### config.mk
export PLATFORM = sky130hd
export DESIGN_NAME = i2r_addr
export DESIGN_NICKNAME = d
export VERILOG_FILES = /design/src/design/i2r_pkg.sv /design/src/design/i2r_addr.sv
export SDC_FILE = /design/constraint.sdc
export NUM_CORES = 1
export LEC_CHECK = 0
export BUFFER_PORTS_ARGS = -buffer_cell sky130_fd_sc_hd__clkbuf_2
export CAP_MARGIN = 20
export CORE_MARGIN = 4
export CORE_UTILIZATION = 55
export CTS_CLUSTER_DIAMETER = 80
export DETAILED_ROUTE_END_ITERATION = 6
export PLACE_DENSITY = 0.8
export SYNTH_ARGS = -nofsm -noshare
export SYNTH_HDL_FRONTEND = slang
export SYNTH_SLANG_ARGS = --single-unit
### constraint.sdc
create_clock -name clk_i -period 9.8 [get_ports clk_i]
set_input_delay 1.96 -clock clk_i [delete_from_list [all_inputs] [get_ports clk_i]]
set_output_delay 1.96 -clock clk_i [all_outputs]
set_load 0.01 [all_outputs]
### src/design/i2r_pkg.sv
// shared types, constants and helpers for the rotating i420 to rgb565 fetch
package i2r_pkg;

  localparam int OFS_W   = 20;
  localparam int ROW_W   = 10;
  localparam int COL_W   = 9;
  localparam int BYTE_W  = 8;
  localparam int CFG_W   = 11;
  localparam int HGT_W   = 10;
  localparam int PIX_W   = 16;
  localparam int SUM_W   = 20;

  typedef enum logic [0:0] {
    REQ_WRITE = 1'b0,
    REQ_READ  = 1'b1
  } req_e;

  typedef enum logic [0:0] {
    REG_SRC_WIDTH  = 1'b0,
    REG_SRC_HEIGHT = 1'b1
  } reg_e;

  localparam logic signed [SUM_W-1:0] CoefY   = 20'sd298;
  localparam logic signed [SUM_W-1:0] CoefRv  = 20'sd409;
  localparam logic signed [SUM_W-1:0] CoefGu  = 20'sd100;
  localparam logic signed [SUM_W-1:0] CoefGv  = 20'sd208;
  localparam logic signed [SUM_W-1:0] CoefBu  = 20'sd516;
  localparam logic signed [SUM_W-1:0] Round   = 20'sd128;
  localparam logic signed [9:0]       LumaOfs = 10'sd16;
  localparam logic signed [9:0]       ChromaOfs = 10'sd128;

  typedef struct packed {
    logic                req;
    logic [OFS_W-1:0]    offset;
    logic [BYTE_W-1:0]   value;
    logic [ROW_W-1:0]    row;
    logic [COL_W-1:0]    col;
  } item_t;

  typedef struct packed {
    logic valid;
    logic outside;
    logic czero;
  } meta_t;

  function automatic logic [7:0] clip8(logic signed [SUM_W-1:0] s);
    logic [7:0] r;
    if (s[SUM_W-1]) begin
      r = 8'd0;
    end else if (|s[SUM_W-2:16]) begin
      r = 8'hFF;
    end else begin
      r = s[15:8];
    end
    return r;
  endfunction

endpackage

### src/design/i2r_addr.sv
// address generation and plane decode in front of the three plane memories
module i2r_addr #(
  parameter int PANEL_W   = 480,
  parameter int PANEL_H   = 800,
  parameter int MAX_SRC_W = 1024,
  parameter int MAX_SRC_H = 512
) (
  input  logic                  clk_i,
  input  logic                  rst_ni,
  input  logic                  valid_i,
  input  i2r_pkg::item_t        item_i,
  input  logic [$clog2(MAX_SRC_W+1)-1:0] w_i,
  input  logic [$clog2(MAX_SRC_H+1)-1:0] h_i,
  input  logic [$clog2(MAX_SRC_W+1)-1:0] cw_i,
  input  logic [$clog2(MAX_SRC_W*MAX_SRC_H*3/2+1)-1:0] plane_i,
  input  logic [$clog2(MAX_SRC_W*MAX_SRC_H*3/2+1)-1:0] pq_i,
  input  logic [$clog2(MAX_SRC_W*MAX_SRC_H*3/2+1)-1:0] end_i,
  output logic                  luma_we_o,
  output logic [$clog2(MAX_SRC_W*MAX_SRC_H)-1:0] luma_addr_o,
  output logic                  cb_we_o,
  output logic [$clog2(MAX_SRC_W*MAX_SRC_H/4)-1:0] cb_addr_o,
  output logic                  cr_we_o,
  output logic [$clog2(MAX_SRC_W*MAX_SRC_H/4)-1:0] cr_addr_o,
  output logic [i2r_pkg::BYTE_W-1:0] wdata_o,
  output i2r_pkg::meta_t        meta_o
);
  import i2r_pkg::*;

  localparam int WW   = $clog2(MAX_SRC_W+1);
  localparam int LumaDepth   = MAX_SRC_W * MAX_SRC_H;
  localparam int ChromaDepth = LumaDepth / 4;
  localparam int LAW  = $clog2(LumaDepth);
  localparam int CAW  = $clog2(ChromaDepth);
  localparam int EW   = $clog2(LumaDepth * 3 / 2 + 1);
  localparam int SYW  = $clog2(PANEL_W);
  localparam int MW   = (SYW + WW + 1 > LAW + 1) ? SYW + WW + 1 : LAW + 1;
  localparam int XW   = (EW > OFS_W) ? EW : OFS_W;

  logic           is_read;
  logic           in_luma, in_cb, in_cr;
  logic [SYW-1:0] sy;
  logic           outside;
  logic [MW-1:0]  li_full, ci_full;
  logic [XW-1:0]  off_x, cb_off, cr_off;
  meta_t          meta_d, meta_q;

  assign is_read = (item_i.req == REQ_READ);
  assign sy      = SYW'(PANEL_W - 1) - SYW'(item_i.col);

  assign outside = (int'(item_i.row) >= PANEL_H) || (int'(item_i.col) >= PANEL_W) ||
                   (int'(item_i.row) >= int'(w_i)) || (int'(sy) >= int'(h_i));

  assign li_full = MW'(sy) * MW'(w_i) + MW'(item_i.row);
  assign ci_full = MW'(sy >> 1) * MW'(cw_i) + MW'(item_i.row >> 1);

  assign off_x  = XW'(item_i.offset);
  assign cb_off = off_x - XW'(plane_i);
  assign cr_off = off_x - XW'(pq_i);

  assign in_luma = int'(item_i.offset) < int'(plane_i);
  assign in_cb   = !in_luma && (int'(item_i.offset) < int'(pq_i));
  assign in_cr   = !in_luma && !in_cb && (int'(item_i.offset) < int'(end_i));

  assign luma_we_o   = valid_i && !is_read && in_luma;
  assign cb_we_o     = valid_i && !is_read && in_cb;
  assign cr_we_o     = valid_i && !is_read && in_cr;
  assign luma_addr_o = is_read ? li_full[LAW-1:0] : off_x[LAW-1:0];
  assign cb_addr_o   = is_read ? ci_full[CAW-1:0] : cb_off[CAW-1:0];
  assign cr_addr_o   = is_read ? ci_full[CAW-1:0] : cr_off[CAW-1:0];
  assign wdata_o     = item_i.value;

  always_comb begin
    meta_d.valid   = valid_i && is_read;
    meta_d.outside = outside;
    meta_d.czero   = ci_full >= MW'(ChromaDepth);
  end

  always_ff @(posedge clk_i or negedge rst_ni) begin
    if (!rst_ni) begin
      meta_q <= '0;
    end else begin
      meta_q <= meta_d;
    end
  end

  assign meta_o = meta_q;

`ifndef ASSERT_OFF
  a_one_plane: assert property (@(posedge clk_i) disable iff (!rst_ni)
    $onehot0({luma_we_o, cb_we_o, cr_we_o}))
    else $error("write decoded into more than one plane");
  a_meta_src: assert property (@(posedge clk_i) disable iff (!rst_ni)
    meta_q.valid |-> $past(valid_i && is_read))
    else $error("read lookup without a read item");
`endif

endmodule

Word level (Yosys, flattened, before mapping)
Index checks and enable logic that the tools add are counted.

Add/subtract/negate cells: 5. $mul: 2. $lt $le $gt $ge: 8. Multiplexer cells: 3. Reduce and logical (&&, ||, !) cells: 14.

Operators by type and width (number): 20-bit < comparator (3); 17-bit 2-to-1 mux (2); 17-bit subtractor (2); 19-bit by 9-bit adder with 20-bit output (1); 20-bit by 18-bit greater-or-equal comparator with 1-bit output, second input constant (1); 19-bit by 10-bit adder with 19-bit output (1); 8-bit by 11-bit multiplier with 19-bit output (1); 9-bit by 11-bit multiplier with 19-bit output (1); 19-bit 2-to-1 mux (1); 10-bit by 11-bit greater-or-equal comparator with 1-bit output (1); 10-bit greater-or-equal comparator, second input constant (1); 9-bit by 10-bit greater-or-equal comparator with 1-bit output (1); 9-bit greater-or-equal comparator, second input constant (1); 9-bit subtractor, first input constant (1); 1-bit logical AND (8); 1-bit zero test (3); 1-bit logical OR (3).

Register bits: 3. Bits of input ports: 143.

Logic depth before layout (Yosys ltp)
Depth in word-level cells: 7. Depth in mapped cells: 21.

Worst setup path after synthesis
No wires, ideal clock.

Path kind: input to output. Start: input port item_i[5] (netlist name). End: output port luma_addr_o[16]. Arrival time: 6971 ps. Path slack: 869 ps. Cell stages on the path: 19. Buffers on the path: 1. Cells stage by stage: ha_1 > xnor2_1 > clkbuf_1 > nand2_1 > fa_1 > fa_1 > fa_1 > inv_1 > fa_1 > inv_1 > fa_1 > inv_1 > ha_1 > nand4_1 > or2_2 > o21ai_0 > a21boi_0 > xnor2_1 > mux2_2.

Cells in the longest elaborated chain, start to end: 4.

Ends and longest elaborated chain: start, declared (line i2r_addr.sv:11) `input i2r_pkg::item_t item_i,`; 9-bit subtractor (line i2r_addr.sv:48) `assign sy = SYW'(PANEL_W - 1) - SYW'(item_i.col);`; 9-bit by 11-bit multiplier with 19-bit output (line i2r_addr.sv:53) `assign li_full = MW'(sy) * MW'(w_i) + MW'(item_i.row);`; 19-bit by 10-bit adder with 19-bit output (line i2r_addr.sv:53); 19-bit 2-to-1 mux (line i2r_addr.sv:67) `assign luma_addr_o = is_read ? li_full[LAW-1:0] : off_x[LAW-1:0];`; end, declared (line i2r_addr.sv:19) `output logic [$clog2(MAX_SRC_W*MAX_SRC_H)-1:0] luma_addr_o,`.

No other way between the ends.

Worst setup path after layout
Ends and elaborated chain as after synthesis.

==> out/qor.txt <==
port bufs -> 193
post-route clock period utilization -> 96.3%
switch share -> 56.6%
max cap viols -> 0
crit path DAT -> 7480 ps
most common cell after layout, fill and taps aside -> inv_1
Ports -> 210
Synth Register Bits -> 3
post-synth cell types -> 60
htree depth -> 1
power share of the sequential group -> 0.6%
status -> completed
Die Ht -> 143 um
async set-reset flop share out of synthesis -> 100%
Static Leak -> 0.00630 uW
GR met2 Demand/Resource -> 49.5%
Post-synth EDFFs -> 0
logic gate share of total power -> 97.1%
RSZ-0062 raised after global routing -> no
CP most frequent cell -> fa_1
GR Util met3 -> 3.22%
Crit Path Category -> input port to primary output
num rows -> 48
Clock power frac -> 2.3%
CP max stage cell -> fa_1
nature of the critical path endpoint -> primary output
yosys warns -> 0
Starting Density -> 56.9%
Post-Syn Nets -> 1714
post-layout instance area -> 0.0112 mm2
CTS tree -> done
Slew @ Worst Pin -> 714 ps
Post-route DRC -> 0
grt peak-use layer -> met2
Internal Pwr Total -> 1220 uW
Die X-Extent -> 143 um
post-synth top area share -> 26.9%
Pre-Repair DR Iteration Count -> 5
DR iter-0 viols -> 442
pwr dens -> 249 mW/mm2
NetSw -> 1590 uW
final core utilization -> 64.1%
maximum clock frequency -> 0.106 GHz
placer congestion estimate -> 0.963
Yosys top cell by area -> fa_1
Synth Flop Type -> dfrtp_1
most frequent cells in the layout -> 277 x inv_1, 193 x clkbuf_2, 177 x ha_1, 134 x fa_1, 123 x nand2_1
TNS Setup -> 0 ps
Final setup viols -> 0
synthesized area -> 0.00998 mm2
vias in the first global route -> 9525
Total GRT Usage -> 27.1%
endpoints failing hold -> 0
relative slew slack -> 52.0%
Via density -> 5.58
CTS root buf -> clkbuf_16
total core area -> 0.0175 mm2
ranking of synthesized cells by area -> fa_1 27%, ha_1 22%, inv_1 10%, nand2_1 4.6%, xnor2_1 3.0%
Final min period -> 9440 ps
Syn Inst Count -> 1260
Pins Over Slew Limit -> 0
post-synthesis sequential area ratio -> 0.752%
DRT Wirelength -> 27300 um
maximum root-to-sink buffer count -> 2
grt met1 use -> 34.8%
pin count of the biggest net entering global routing -> 66
DR WL/cell -> 16.5 um
Worst EP required -> 7840 ps
Top Family by Delay on Critical Path -> adder cells
layout net count -> 1890
Antenna Cells -> 0
Remaining Overflow, GRT -> 0
Hold-fix buffers, CTS -> 0
synth-to-layout area growth -> 12.6%
Worst-path clk slew -> 30 ps
first-pass GRT wire length -> 45400 um
max reg flops -> 3
Mapped Avg Cell Area -> 7.92 um2
CTS buffer count -> 3
Worst VDD drop -> 0.259 mV
Crit Path Max Fanout -> 22
Worst path max stage delay -> 550 ps
Hold Crit Class -> input port to async pin
fraction of layout cells with a size suffix above 1 -> 16.1%
CTS Sinks -> 3
antenna-violating nets left -> 0
hpwl dp -> 23700 um
crit path cell chain -> clkbuf_2 -> ha_1 -> xnor2_1 -> buf_4 -> nand2_1 -> fa_1 -> fa_1 -> fa_1 -> inv_1 -> fa_1 -> inv_1 -> fa_1 -> inv_1 -> ha_1 -> nand4_1 -> or2_2 -> o21ai_1 -> a21boi_0 -> xnor2_1 -> mux2_2 -> clkbuf_2
Worst setup SP type -> input port
Power Total -> 2800 uW
vias -> 9261
Die Area -> 0.0204 mm2
placed instance area -> 0.0112 mm2
WP buf/inv -> 6
antenna violations before repair -> 0
## logic make-up (layout without fill, tap and decap cells)
logic type	Yosys count	count (layout)	synth area share (%)
simple gates	334	334	16.4
buf+inv	313	488	12.1
fa+ha+maj	311	311	49.1
compound gates	232	232	15.4
xor+xnor	49	49	4.30
mux	18	18	1.97
flops	3	3	0.752
## synthesized netlist by cell type (22+ instances only)
library cell / n
fa_1: 134
o21ai_0: 54
nand2_1: 123
a21o_1: 22
clkbuf_1: 25
o21a_1: 22
nor2b_1: 46
nor2_1: 49
and2_1: 42
xnor2_1: 34
ha_1: 177
nand2b_1: 22
a21oi_1: 49
inv_1: 277
## final timing paths
path / start / to / slack (ps) / cells past startpoint
min: rst_ni / meta_o[1] / 1520 / 1
min in group clk_i: valid_i / meta_o[2] / 2010 / 2
max in group asynchronous: rst_ni / meta_o[2] / 8170 / 1
max: item_i[5] / luma_addr_o[16] / 360 / 21
## cell type report
type	count	area, um2
well taps	225	282
inverters	279	1050
clock buffers	4	78.8
flip-flops and latches	3	75.1
fillers	1531	6290
repair buffers	205	1060
multi-input cells	944	8700
## stage by stage
stage                     setup slack [ps]  instances  hold WS [ps]
after floorplan                        869       1260          1660
after global placement                 442       1656          1760
after detailed placement               332       1656          1760
after CTS                              322       1660          1520
after global routing                  43.0       1660          1520
final                                  365       1660          1520
## what timing repair did
action                     in CTS  in global routing
setup endpoints to repair       0                  1
setup buffers                   0                  0
resized for setup               0                  2
## power by group through the flow
stage	Clock, uW	Combinational, uW	Sequential, uW
floorplan	0	1880	18.1
global placement	0	2650	16.3
CTS	65.6	2710	16.4
detailed placement	0	2690	16.6
global route	67.2	3040	16.7
finish	64.8	2720	16.3
## layer usage
| metal | share of wire, % | wire (um) |
|---|---|---|
| met5 | 0 | 0 |
| met3 | 7.1 | 1940 |
| met4 | 2.3 | 619 |
| met2 | 51 | 13900 |
| met1 | 40 | 10900 |
Power figures use the tool's default switching activity.
