--- src/design/i2r_pkg.sv ---
// shared types, constants and helpers for the rotating i420 to rgb565 fetch
package i2r_pkg;

  localparam int OFS_W   = 20;
  localparam int ROW_W   = 10;
  localparam int COL_W   = 9;
  localparam int BYTE_W  = 8;
  localparam int CFG_W   = 11;
  localparam int HGT_W   = 10;
  localparam int PIX_W   = 16;
  localparam int SUM_W   = 20;

  typedef enum logic [0:0] {
    REQ_WRITE = 1'b0,
    REQ_READ  = 1'b1
  } req_e;

  typedef enum logic [0:0] {
    REG_SRC_WIDTH  = 1'b0,
    REG_SRC_HEIGHT = 1'b1
  } reg_e;

  localparam logic signed [SUM_W-1:0] CoefY   = 20'sd298;
  localparam logic signed [SUM_W-1:0] CoefRv  = 20'sd409;
  localparam logic signed [SUM_W-1:0] CoefGu  = 20'sd100;
  localparam logic signed [SUM_W-1:0] CoefGv  = 20'sd208;
  localparam logic signed [SUM_W-1:0] CoefBu  = 20'sd516;
  localparam logic signed [SUM_W-1:0] Round   = 20'sd128;
  localparam logic signed [9:0]       LumaOfs = 10'sd16;
  localparam logic signed [9:0]       ChromaOfs = 10'sd128;

  typedef struct packed {
    logic                req;
    logic [OFS_W-1:0]    offset;
    logic [BYTE_W-1:0]   value;
    logic [ROW_W-1:0]    row;
    logic [COL_W-1:0]    col;
  } item_t;

  typedef struct packed {
    logic valid;
    logic outside;
    logic czero;
  } meta_t;

  function automatic logic [7:0] clip8(logic signed [SUM_W-1:0] s);
    logic [7:0] r;
    if (s[SUM_W-1]) begin
      r = 8'd0;
    end else if (|s[SUM_W-2:16]) begin
      r = 8'hFF;
    end else begin
      r = s[15:8];
    end
    return r;
  endfunction

endpackage

--- src/design/i2r_csc.sv ---
// bt.601 limited range color conversion and rgb565 packing
module i2r_csc (
  input  logic                       clk_i,
  input  logic                       rst_ni,
  input  i2r_pkg::meta_t             meta_i,
  input  logic [i2r_pkg::BYTE_W-1:0] y_i,
  input  logic [i2r_pkg::BYTE_W-1:0] u_i,
  input  logic [i2r_pkg::BYTE_W-1:0] v_i,
  output logic                       done_o,
  output logic [i2r_pkg::PIX_W-1:0]  rgb565_pixel_o,
  output logic                       outside_source_o
);
  import i2r_pkg::*;

  logic [BYTE_W-1:0]       u_eff, v_eff;
  logic signed [9:0]       c, d, e;
  logic signed [SUM_W-1:0] yc_d, rv_d, gu_d, gv_d, bu_d;
  logic signed [SUM_W-1:0] yc_q, rv_q, gu_q, gv_q, bu_q;
  logic signed [SUM_W-1:0] r_sum, g_sum, b_sum;
  logic [7:0]              r8, g8, b8;
  logic                    a_valid_q, a_out_q;
  logic                    done_q, out_q;
  logic [PIX_W-1:0]        pix_d, pix_q;

  // chroma lookups beyond the store read as zero
  assign u_eff = meta_i.czero ? '0 : u_i;
  assign v_eff = meta_i.czero ? '0 : v_i;

  assign c = $signed({2'b00, y_i})   - LumaOfs;
  assign d = $signed({2'b00, u_eff}) - ChromaOfs;
  assign e = $signed({2'b00, v_eff}) - ChromaOfs;

  assign yc_d = SUM_W'(c) * CoefY + Round;
  assign rv_d = SUM_W'(e) * CoefRv;
  assign gu_d = SUM_W'(d) * CoefGu;
  assign gv_d = SUM_W'(e) * CoefGv;
  assign bu_d = SUM_W'(d) * CoefBu;

  always_ff @(posedge clk_i) begin
    yc_q <= yc_d;
    rv_q <= rv_d;
    gu_q <= gu_d;
    gv_q <= gv_d;
    bu_q <= bu_d;
  end

  assign r_sum = yc_q + rv_q;
  assign g_sum = yc_q - gu_q - gv_q;
  assign b_sum = yc_q + bu_q;
  assign r8    = clip8(r_sum);
  assign g8    = clip8(g_sum);
  assign b8    = clip8(b_sum);
  assign pix_d = a_out_q ? '0 : {r8[7:3], g8[7:2], b8[7:3]};

  always_ff @(posedge clk_i or negedge rst_ni) begin
    if (!rst_ni) begin
      a_valid_q <= 1'b0;
      done_q    <= 1'b0;
    end else begin
      a_valid_q <= meta_i.valid;
      done_q    <= a_valid_q;
    end
  end

  always_ff @(posedge clk_i) begin
    a_out_q <= meta_i.outside;
    out_q   <= a_out_q;
    pix_q   <= pix_d;
  end

  assign done_o           = done_q;
  assign rgb565_pixel_o   = pix_q;
  assign outside_source_o = out_q;

endmodule

--- config.mk ---
export PLATFORM = sky130hd
export DESIGN_NAME = i2r_csc
export DESIGN_NICKNAME = d
export VERILOG_FILES = /design/src/design/i2r_pkg.sv /design/src/design/i2r_csc.sv
export SDC_FILE = /design/constraint.sdc
export NUM_CORES = 1
export LEC_CHECK = 0
export CORE_UTILIZATION = 35
export DETAILED_ROUTE_END_ITERATION = 6
export DONT_BUFFER_PORTS = 1
export PLACE_DENSITY = 0.53
export SLEW_MARGIN = 10
export SYNTH_ARGS = -nofsm -noshare
export SYNTH_HDL_FRONTEND = slang
export SYNTH_SLANG_ARGS = --single-unit
--- constraint.sdc ---
create_clock -name clk_i -period 4.5 [get_ports clk_i]
set_clock_uncertainty 0.15 [all_clocks]
set_input_delay 0.225 -clock clk_i [delete_from_list [all_inputs] [get_ports clk_i]]
set_output_delay 0.225 -clock clk_i [all_outputs]
set_load 0.05 [all_outputs]
---- After elaboration in Yosys (flattened, before gate mapping) ----
Cells that the tools add are included.
word-level totals
  output and inout port bits .............. 18
  register bits ........................... 111
cells by class
  add/sub/neg operators ................... 8
  $mul .................................... 5
  reduce and logical (&&, ||, !) cells .... 6
  muxes and demuxes ....................... 5
operator list
  operator                                             number
  two-way mux 8 bit                                    5
  subtractor 20 bit                                    2
  multiplier 9 x 9 -> 18 bit (second input constant)   2
  adder 19 x 9 -> 20 bit (second input constant)       1
  adder 20 x 19 -> 20 bit                              1
  adder 20 bit                                         1
  multiplier 9 x 10 -> 19 bit (second input constant)  1
  subtractor 8 x 8 -> 9 bit (second input constant)    2
  multiplier 9 x 6 -> 15 bit (second input constant)   1
  multiplier 9 x 5 -> 14 bit (second input constant)   1
  OR reduction 3 bit                                   3
  subtractor 8 x 5 -> 9 bit (second input constant)    1
  OR reduction 2 bit                                   3

---- Longest topological paths before layout ----
Gate-level depths: netlist of run 1.
  depth in word-level cells ............... 4
  gate-level depth with buffers ........... 21
  depth with buffers taken out ............ 20

---- Worst setup path before layout of run 1 ----
OpenSTA, ideal clock, no wires.
  path kind ............................... in2reg
  from .................................... input y_i[4] (netlist name)
  to ...................................... register yc_q[18]
  arrival time ............................ 4.609 ns
  cell stages on the path ................. 20
  path slack .............................. -0.385 ns
  required time ........................... 4.225 ns
  buffers on the path ..................... 1
  path through ............................ inv_1 > ha_1 > and2_1 > clkbuf_1 > ha_1 > ha_1 > inv_1 > fa_1 > fa_1 > inv_1 > ha_1 > a21oi_1 > o22ai_1 > o41ai_2 > xnor2_1 > a22oi_1 > a2bb2oi_2 > nor2_1 > nand3_1 > xor2_1
between the ends
  longest elaborated chain between the ends .. 3
ends and longest elaborated chain
  item                        line           text
  start: declaration          i2r_csc.sv:6   input logic [i2r_pkg::BYTE_W-1:0] y_i,
  subtractor 8 x 5 -> 9 bit   i2r_csc.sv:29  assign c = $signed({2'b00, y_i}) - LumaOfs;
  multiplier 9 x 9 -> 18 bit  i2r_csc.sv:33  assign yc_d = SUM_W'(c) * CoefY + Round;
  adder 19 x 9 -> 20 bit      i2r_csc.sv:33
  named net yc_d[18]          i2r_csc.sv:17  logic signed [SUM_W-1:0] yc_d, rv_d, gu_d, gv_d, bu_d;
  end signal: assignment      i2r_csc.sv:40  yc_q <= yc_d;
  end: declaration            i2r_csc.sv:18  logic signed [SUM_W-1:0] yc_q, rv_q, gu_q, gv_q, bu_q;
The timed path passes the listed nets, and every way through them passes these cells.
A chain may end at the register's enable or synchronous reset.

---- Worst setup path in the final report of run 1 ----
  from .................................... input y_i[6] (netlist name)
  to ...................................... register yc_q[18]
Same word-level chain as after synthesis.

==> results of run 1 <==
-- cell type report --
cell class	count	area, µm²	share of cell area (%)
clock buffer	10	229	2.22
clock inverter	6	95.1	0.923
inverter	152	571	5.54
multi-input combinational	682	6500	63.0
sequential	100	2010	19.5
tap	330	413	4.01
timing repair buffer	60	490	4.76
-- how the worst max path moves through the flow --
stage	from	end	slack [ps]	cells past startpoint
6_report	y_i[6]	yc_q[18]$_DFF_P_	250	19
5_1_grt	y_i[4]	yc_q[15]$_DFF_P_	1	19
4_1_cts	v_i[1]	rv_q[18]$_DFF_P_	140	19
3_5_place_dp	y_i[4]	yc_q[18]$_DFF_P_	-230	19
3_3_place_gp	y_i[4]	yc_q[18]$_DFF_P_	-120	17
2_1_floorplan	y_i[4]	yc_q[18]$_DFF_P_	-10	20
-- registers in the layout, indices dropped and copies added, names as in the netlist --
signal and flops:
rgb565_pixel_o 16, gu_q 12, a_valid_q 1, gv_q 12
bu_q 18, outside_source_o 1, yc_q 19, rv_q 19
done_o 1, a_out_q 1
-- critical path: cells and delay by family --
family / cells / cell delay [ps]
fa+ha+maj: 5 / 1770
buf+inv: 3 / 330
simple gates: 3 / 600
xor+xnor: 3 / 590
compound gates: 5 / 820
-- where the power goes --
group / switching, mW / internal (mW) / total [mW]
Combinational: 2.31 / 1.87 / 4.18
Clock: 0.365 / 0.494 / 0.859
Sequential: 0.350 / 1.15 / 1.50
-- logic make-up after synthesis --
logic type                 after synthesis  share of synthesized area (%)
AOI/OAI and AO/OA                      173                           13.2
xor gates and xnor gates                80                           7.94
adders and majority gates              261                           40.6
buffers and inverters                  157                           6.53
DFF                                    100                           22.3
muxes                                    4                          0.458
and+or+nand+nor                        164                           8.98
-- layer usage --
| layer | share of wire (%) | wire length (µm) | GRT usage [%] | vias to the layer above |
|---|---|---|---|---|
| li1 | - | - | - | 3303 |
| met1 | 52 | 9640 | 21.4 | 2932 |
| met2 | 44 | 8150 | 23.8 | 66 |
| met3 | 2.8 | 514 | 2.29 | 12 |
| met4 | 0.89 | 164 | 3.30 | 0 |
| met5 | 0 | 0 | 0 | - |
-- placed cells by master (no fill, tap or decap), types with 9 or more instances in the layout --
master | netlist | routed
nand3_1 | 14 | 14
nand2b_1 | 16 | 16
xor2_1 | 30 | 29
a21oi_1 | 60 | 56
xnor2_1 | 48 | 48
buf_4 | 0 | 44
o21ai_0 | 26 | 24
dfxtp_1 | 98 | 98
nor3_1 | 10 | 10
dlygate4sd3_1 | 0 | 16
nor2_1 | 47 | 47
inv_1 | 151 | 150
o21a_1 | 11 | 11
ha_1 | 208 | 205
fa_1 | 53 | 52
o21bai_1 | 12 | 12
clkbuf_16 | 0 | 9
nand2_1 | 32 | 32
a21o_1 | 13 | 13
nor2b_1 | 16 | 14
-- metrics by stage --
stage          setup slack (ps)  std cells  hold slack [ps]
4_1_cts                     136       1339             51.5
3_5_place_dp               -226       1307             -221
5_1_grt                    1.05       1340             59.9
3_3_place_gp               -123       1307             -221
6_report                    250       1340             60.5
2_1_floorplan             -13.1        939             -221
-- repair_timing --
action / 4_1_cts / 5_1_grt
gates resized for setup: 0 / 6
setup endpoints to repair: 0 / 8
buffers inserted: 0 / 1
endpoints found under the hold margin: 16 / 0
hold buffers: 16 / 0
==> results.json, run 1 <==
{
  "start_util_pct": 35.7,
  "cpPeakStageDelay_ps": 540,
  "cts_tree": "done",
  "dr.pass1.iters": 4,
  "antenna_found_initial": 0,
  "worst-endpoint-required_ps": 4590,
  "grt_max_degree": 18,
  "period_needed_ps": 4250,
  "worstReg2RegStart": "yc_q[4]$_DFF_P_",
  "leakage_nw": 5.24,
  "r2r_end": "rgb565_pixel_o[7]$_SDFF_PP0_",
  "crit_fanout": 6,
  "ff2ff_setup_slack_ps": 850,
  "die_height_um": 163,
  "p_total_mw": 6.54,
  "die-width_um": 163,
  "nNetsFinal": 1295,
  "placed_area_um2": 9790,
  "worst-setup-path-type": "input port to flip-flop",
  "hold_violations": 0,
  "hold_start": "meta_i[0]",
  "hold_end": "rv_q[3]$_DFF_P_",
  "finalSetupViolations": 0,
  "hpwl_mm": 15.8,
  "slew_headroom_pct": 44.5,
  "core-area_um2": 25300,
  "first_global_vias": 6204,
  "status": "finished, final reports clean",
  "final_util_pct": 40.8,
  "rows": 58,
  "drc_errors": 0,
  "power_density_nw_per_um2": 635,
  "grt_pass1_wl_mm": 30.9,
  "post_drt_wl_per_cell_um": 13.8,
  "synth.area.top_cells": "ha_1 29%, dfxtp_1 22%, fa_1 12%",
  "synthArstFlopShare_pct": 2.00,
  "tns_ps": 0,
  "drt-vias-per-instance": 4.71,
  "h-tree-depth": 3,
  "finalWeightedCongestion": 0.816,
  "clk_latency_ps": 360,
  "n_antenna_cell": 0,
  "synth.distinct_cells": 64,
  "hold_class": "input port to flip-flop",
  "design_area_um2": 10300,
  "io_buffers": 0,
  "wirelength_mm": 18.5,
  "cts_made_buffers": 9,
  "post-synth-top-count-cell": "ha_1",
  "worst_ep_arrival_time_ps": 4340,
  "io_pins": 47,
  "layout-drive-gt1-share_pct": 9.70,
  "syn-num-nets": 1229,
  "cts_root_buffer": "clkbuf_16",
  "vias": 6313,
  "dieArea_um2": 26400,
  "synth_common_cells": "208 x ha_1, 151 x inv_1, 98 x dfxtp_1",
  "netlist_area_um2": 9020,
  "ant_nets": 0,
  "rsz0062_at_grt": "false",
  "syn_inst": 939,
  "synth.avg_cell_area_um2": 9.60,
  "slowest_stage": "fa_1",
  "yosys_most_used_dff": "dfxtp_1",
  "clock-sinks": 100,
  "maxCapViolCount": 0,
  "synth-seq-area-share_pct": 22.3,
  "fin_crit_sh_pct": 94.4,
  "synth_top_cell_by_area": "ha_1",
  "hold_depth": 2,
  "overflow": 0,
  "slew_viol_final": 0,
  "fill_cells": 2556,
  "path_cells": "nor3_1, xor2_1, ha_1, ha_1, inv_1, fa_1, fa_1, inv_1, ha_4, a21oi_2, o22ai_2, o41ai_4, buf_4, xnor2_1, a22oi_1, a2bb2oi_2, nor2_1, nand3_1, xor2_1",
  "cts.path.max_buffers": 2,
  "peakVddDrop_mv": 0.399,
  "start_kind": "input port",
  "synth-edff-count": 0,
  "area.growth.synth_to_final_pct": 14.3,
  "worst_pin_slew_ps": 820,
  "path_clk_slew_ps": 80,
  "yosys_register_bits": 100,
  "yosys_warnings": 0,
  "cp-end-kind": "flip-flop",
  "first_iter_violations": 260,
  "r2r_cells": 11,
  "synth_top_area_share_pct": 28.9,
  "fmax_mhz": 235,
  "grt_use_total_pct": 15.0
}
No activity file was read; power rests on OpenSTA's default activity.
==> run 2: changes to the inputs <==
==> constraint.sdc (replaced) <==
create_clock -name clk_i -period 3.95 [get_ports clk_i]
set_clock_uncertainty 0.15 [all_clocks]
set_input_delay 0.1975 -clock clk_i [delete_from_list [all_inputs] [get_ports clk_i]]
set_output_delay 0.1975 -clock clk_i [all_outputs]
set_load 0.05 [all_outputs]
==> run 2 against run 1 <==
Against the previous run:
- hold slack worse by 37 ps
- wire length up 3.8%
- count of clock-buffer cells in the layout down 1
- core utilization up 2.9 points
- highest routed layer unchanged
==> results.json, run 2 (synthesized netlist as in run 1, its figures left out) <==
{
  "start_kind": "input port",
  "clock-sinks": 100,
  "fin_crit_sh_pct": 99.3,
  "h-tree-depth": 3,
  "cpPeakStageDelay_ps": 470,
  "slew_headroom_pct": 57.1,
  "vias": 6442,
  "overflow": 0,
  "peakVddDrop_mv": 0.492,
  "grt_max_degree": 19,
  "worst-endpoint-required_ps": 4030,
  "power_density_nw_per_um2": 712,
  "fmax_mhz": 255,
  "start_util_pct": 35.7,
  "fill_cells": 2481,
  "maxCapViolCount": 0,
  "final_util_pct": 43.7,
  "seq_area_um2": 2010,
  "die_height_um": 163,
  "path_depth": 20,
  "finalWeightedCongestion": 0.817,
  "area.growth.synth_to_final_pct": 22.4,
  "combPwrFrac_pct": 66.2,
  "startpoint": "y_i[4]",
  "swShare_pct": 45.9,
  "layout-drive-gt1-share_pct": 18.6,
  "nNetsFinal": 1343,
  "slew_viol_final": 0,
  "leakage_nw": 5.50,
  "worstReg2RegStart": "yc_q[4]$_DFF_P_",
  "reg_top3": "rv_q (19), yc_q (19), bu_q (18)",
  "antenna_found_initial": 0,
  "ant_nets": 0,
  "hold_depth": 2,
  "worst_ep_arrival_time_ps": 4000,
  "io_pins": 47,
  "hold_class": "input port to flip-flop",
  "pwr-share-seq_pct": 22.1,
  "p_int_mw": 4.25,
  "path_cells": "clkinvlp_4, ha_4, inv_4, ha_4, ha_4, ha_4, inv_2, fa_1, inv_1, ha_2, fa_2, a21oi_4, o22ai_4, o41ai_4, xnor2_1, a22oi_2, a2bb2oi_2, nor2_2, nand3_1, xor2_1",
  "grt_pass1_wl_mm": 32.1,
  "crit_buf_inv": 4,
  "layout_commonest_cell": "ha_1",
  "dr.pass1.iters": 4,
  "wirelength_mm": 19.2,
  "r2r_cells": 11,
  "finalSetupViolations": 0,
  "crit_top_cell": "ha_4",
  "drc_errors": 0,
  "dieArea_um2": 26400,
  "worst-setup-path-type": "input port to flip-flop",
  "grt_use_total_pct": 15.5,
  "cp-end-kind": "flip-flop",
  "n_antenna_cell": 0,
  "cts_root_buffer": "clkbuf_16",
  "rows": 58,
  "hold_violations": 0,
  "tns_ps": 0,
  "post_drt_wl_per_cell_um": 13.8,
  "core-area_um2": 25300,
  "hold_start": "meta_i[0]",
  "rsz0062_at_grt": "true",
  "first_iter_violations": 183,
  "cts_made_buffers": 9,
  "period_needed_ps": 3920,
  "slowest_stage": "fa_1",
  "power.switching_mw": 3.61,
  "layout.cells.most_common_list": "188 x ha_1, 142 x inv_1, 98 x dfxtp_1, 91 x buf_4, 50 x a21oi_1",
  "multi_input_area_um2": 6880,
  "io_buffers": 0,
  "first_global_vias": 6465,
  "crit_fanout": 4,
  "clockPowerShare_pct": 11.7,
  "path_clk_slew_ps": 70,
  "die-width_um": 163,
  "cts_tree": "done",
  "hpwl_mm": 16.3,
  "drt-vias-per-instance": 4.64,
  "path_delay_family": "adder cells",
  "worst_pin_slew_ps": 633,
  "cts.path.max_buffers": 2,
  "clk_latency_ps": 350,
  "hold_ws_ps": 23.8,
  "status": "finished, final reports clean"
}
run 2: worst paths after layout:
check	to	slack (ps)
min in group asynchronous	a_valid_q$_DFF_PN0_	450
max in group asynchronous	done_o$_DFF_PN0_	3080
worst min register to register	done_o$_DFF_PN0_	200
worst max register to register	rgb565_pixel_o[8]$_SDFF_PP0_	520
worst min-delay path	bu_q[5]$_DFF_P_	20
worst max-delay path	yc_q[18]$_DFF_P_	30
run 2: cell type report:
cell class / count / share of cell area, %
inverter: 152 / 5.25
tap: 330 / 3.74
timing repair buffer: 108 / 7.74
clock inverter: 7 / 0.725
sequential: 100 / 18.2
multi-input combinational: 682 / 62.3
clock buffer: 9 / 2.04
run 2: worst register-to-register path: stages (launching register included):
cell	delay (ps)
dfxtp_1	440
fa_1	440
ha_1	320
nor2b_1	140
o211ai_1	210
a211oi_1	140
a2111oi_2	530
o21bai_1	150
a21oi_1	220
mux2i_1	130
nor3_2	330
a21oi_1	120
run 2: per-layer routing:
layer	wire length [µm]	share of wire [%]	track usage [%]	vias to the layer above
met1	10200	53	22.3	2965
li1	-	-	-	3400
met2	8310	43	24.5	64
met3	488	2.5	2.24	13
met4	153	0.80	2.96	0
met5	0	0	0	-
run 2: power groups by stage:
| stage | clock, mW | combinational [mW] | sequential [mW] |
|---|---|---|---|
| after floorplan | 0 | 3.75 | 1.66 |
| after global placement | 0 | 4.93 | 1.78 |
| after detailed placement | 0 | 4.95 | 1.78 |
| after CTS | 0.953 | 5.10 | 1.76 |
| after global routing | 0.990 | 5.86 | 1.77 |
| final | 0.920 | 5.20 | 1.74 |
run 2: what timing repair did:
action / CTS / global route
setup buffers: 5 / 5
gates cloned: 0 / 0
hold endpoints to repair: 17 / 0
pin swaps: 16 / 16
hold buffers: 16 / 0
gates resized for setup: 9 / 17
endpoints found under the setup margin: 5 / 8
run 2: through the flow:
| step | instance area, µm² | cells | setup slack [ps] | power, mW |
|---|---|---|---|---|
| after floorplan | 9400 | 939 | -375 | 5.41 |
| after global placement | 10400 | 1346 | -440 | 6.71 |
| after detailed placement | 10400 | 1346 | -501 | 6.74 |
| after CTS | 10900 | 1383 | -41.4 | 7.81 |
| after global routing | 11000 | 1388 | -161 | 8.62 |
| final | 11000 | 1388 | 28.6 | 7.86 |
==> run 3: changes to the inputs <==
--- a/config.mk
+++ b/config.mk
@@ -5,10 +5,10 @@
 export SDC_FILE = /design/constraint.sdc
 export NUM_CORES = 1
 export LEC_CHECK = 0
-export CORE_UTILIZATION = 35
+export CORE_UTILIZATION = 30
 export DETAILED_ROUTE_END_ITERATION = 6
 export DONT_BUFFER_PORTS = 1
-export PLACE_DENSITY = 0.53
+export PLACE_DENSITY = 0.48
 export SLEW_MARGIN = 10
 export SYNTH_ARGS = -nofsm -noshare
 export SYNTH_HDL_FRONTEND = slang
==> run 3 against run 2 <==
Against the previous run:
- register-to-register slack lost 50 ps
- total power grew 2.4%
- core utilization shrank 6.0 points
- combinational power grew 2%
- first-iteration DRC count grew 30%
- sequential share of layout area shrank 0.24 points
- clock power grew 12%
- sequential power is essentially flat
- critical path depth grew 1
- wire length grew 5.3%
- fmax grew 1.1%
- count of clock-buffer cells in the layout grew 2
- critical endpoint unchanged
- highest routed layer unchanged
==> results.json, run 3 (synthesized netlist as in run 1, its figures left out) <==
{
  "grt_max_degree": 17,
  "vias": 6485,
  "nNetsFinal": 1341,
  "layout_commonest_cell": "ha_1",
  "worstSetupEndpoint": "yc_q[18]$_DFF_P_",
  "hold_class": "input port to flip-flop",
  "finalSetupViolations": 0,
  "power.switching_mw": 3.67,
  "post_drt_wl_per_cell_um": 14.0,
  "first_iter_violations": 237,
  "start_util_pct": 30.4,
  "ff2ff_setup_slack_ps": 470,
  "startpoint": "y_i[4]",
  "core-area_um2": 29600,
  "io_buffers": 0,
  "worst_pin_slew_ps": 716,
  "period_needed_ps": 3880,
  "hold_violations": 0,
  "p_int_mw": 4.38,
  "swShare_pct": 45.6,
  "worstReg2RegStart": "yc_q[6]$_DFF_P_",
  "start_kind": "input port",
  "grt_pass1_wl_mm": 33.5,
  "top_layer": "met4",
  "hpwl_mm": 17.1,
  "die-width_um": 175,
  "pwr-share-seq_pct": 21.6,
  "r2r_cells": 10,
  "die_height_um": 175,
  "peakVddDrop_mv": 0.363,
  "dieArea_um2": 30800,
  "maxCapViolCount": 0,
  "cts_root_buffer": "clkbuf_16",
  "finalWeightedCongestion": 0.810,
  "worst-setup-path-type": "input port to flip-flop",
  "fin_crit_sh_pct": 98.2,
  "clock-sinks": 100,
  "path_clk_slew_ps": 80,
  "cts.path.max_buffers": 2,
  "r2r_end": "rgb565_pixel_o[7]$_SDFF_PP0_",
  "wirelength_mm": 20.2,
  "n_antenna_cell": 0,
  "p_total_mw": 8.05,
  "first_global_vias": 6593,
  "clk_latency_ps": 360,
  "area.growth.synth_to_final_pct": 24.1,
  "leakage_nw": 5.54,
  "dr.pass1.iters": 4,
  "slew_headroom_pct": 51.5,
  "combPwrFrac_pct": 65.6,
  "slew_viol_final": 0,
  "wl_met2_mm": 8.66,
  "wl_met1_mm": 10.6,
  "worst-endpoint-required_ps": 4040,
  "clockPowerShare_pct": 12.8,
  "worst_ep_arrival_time_ps": 3970,
  "rsz0062_at_grt": "true",
  "power_density_nw_per_um2": 720,
  "ant_nets": 0,
  "antenna_found_initial": 0,
  "h-tree-depth": 3,
  "layout-drive-gt1-share_pct": 19.3,
  "drc_errors": 0,
  "fmax_mhz": 258,
  "cp-end-kind": "flip-flop",
  "status": "finished, final reports clean",
  "drt-vias-per-instance": 4.48,
  "cts_made_buffers": 9,
  "io_pins": 47,
  "route.met3.wl_um": 621,
  "final_util_pct": 37.8,
  "grt_use_total_pct": 13.9,
  "cts_tree": "done",
  "layout.cells.most_common_list": "188 x ha_1, 141 x inv_1, 98 x dfxtp_1, 90 x buf_4, 49 x fa_1",
  "reg_top3": "rv_q (19), yc_q (19), bu_q (18)",
  "crit_fanout": 5,
  "rows": 63,
  "overflow": 0
}
==> run 3: worst max-delay path, cell delays in order <==
cell,delay (ps)
clkinvlp_4,80
ha_4,180
buf_4,130
and2_4,150
ha_4,220
ha_4,250
inv_2,30
fa_1,440
fa_1,510
inv_2,50
ha_4,230
a21oi_4,140
o22ai_4,90
o41ai_4,310
buf_4,190
and2_4,140
a22oi_2,70
a2bb2oi_2,160
nor2_2,120
nand3_1,100
xor2_1,170
==> run 3: repair_timing <==
item / CTS / global route
buffers inserted: 1 / 9
hold endpoints to repair: 18 / 0
setup endpoints to repair: 5 / 10
hold buffers: 14 / 0
pin swaps: 13 / 19
resized for setup: 7 / 31
==> run 3: worst min-delay path by stage <==
stage          slack, ps   start  cells after the start             endpoint
4_1_cts              0.5  u_i[2]                      2      bu_q[4]$_DFF_P_
3_5_place_dp        -250  rst_ni                      0     done_o$_DFF_PN0_
6_report              20  u_i[2]                      2      bu_q[4]$_DFF_P_
2_1_floorplan       -250  rst_ni                      0  a_valid_q$_DFF_PN0_
5_1_grt               10  u_i[2]                      2      bu_q[4]$_DFF_P_
3_3_place_gp        -250  rst_ni                      0     done_o$_DFF_PN0_
==> run 3: stage by stage <==
step           TNS, ps  worst slack [ps]  cells  hold WS, ps  cell area, µm²
3_5_place_dp     -2720              -491   1406         -248           10500
2_1_floorplan    -1570              -375    939         -248            9400
6_report             0              70.1   1446         17.1           11200
4_1_cts          -50.5             -32.5   1437        0.486           11000
3_3_place_gp     -2570              -457   1406         -248           10500
5_1_grt           -445              -149   1446         12.4           11200
==> run 3: power by group through the flow <==
stage | Combinational, mW | Sequential, mW | Clock, mW
floorplan | 3.75 | 1.66 | 0
global placement | 5.00 | 1.78 | 0
detailed placement | 5.01 | 1.78 | 0
CTS | 5.11 | 1.76 | 1.07
global route | 5.93 | 1.78 | 1.10
finish | 5.28 | 1.74 | 1.03
==> run 3: area by class of cell <==
type | instances | area, µm²
Clock inverter | 5 | 108
Tap cell | 390 | 488
Clock buffer | 11 | 233
Fill cell | 3060 | 18400
Inverter | 152 | 579
Timing Repair Buffer | 106 | 850
Multi-Input combinational cell | 682 | 6920
Sequential cell | 100 | 2010
==> run 3: routing by layer <==
layer	vias up	GRT usage, %
met3	17	2.06
met5	-	0
met1	2990	19.8
met4	0	3.48
li1	3396	-
met2	82	21.8
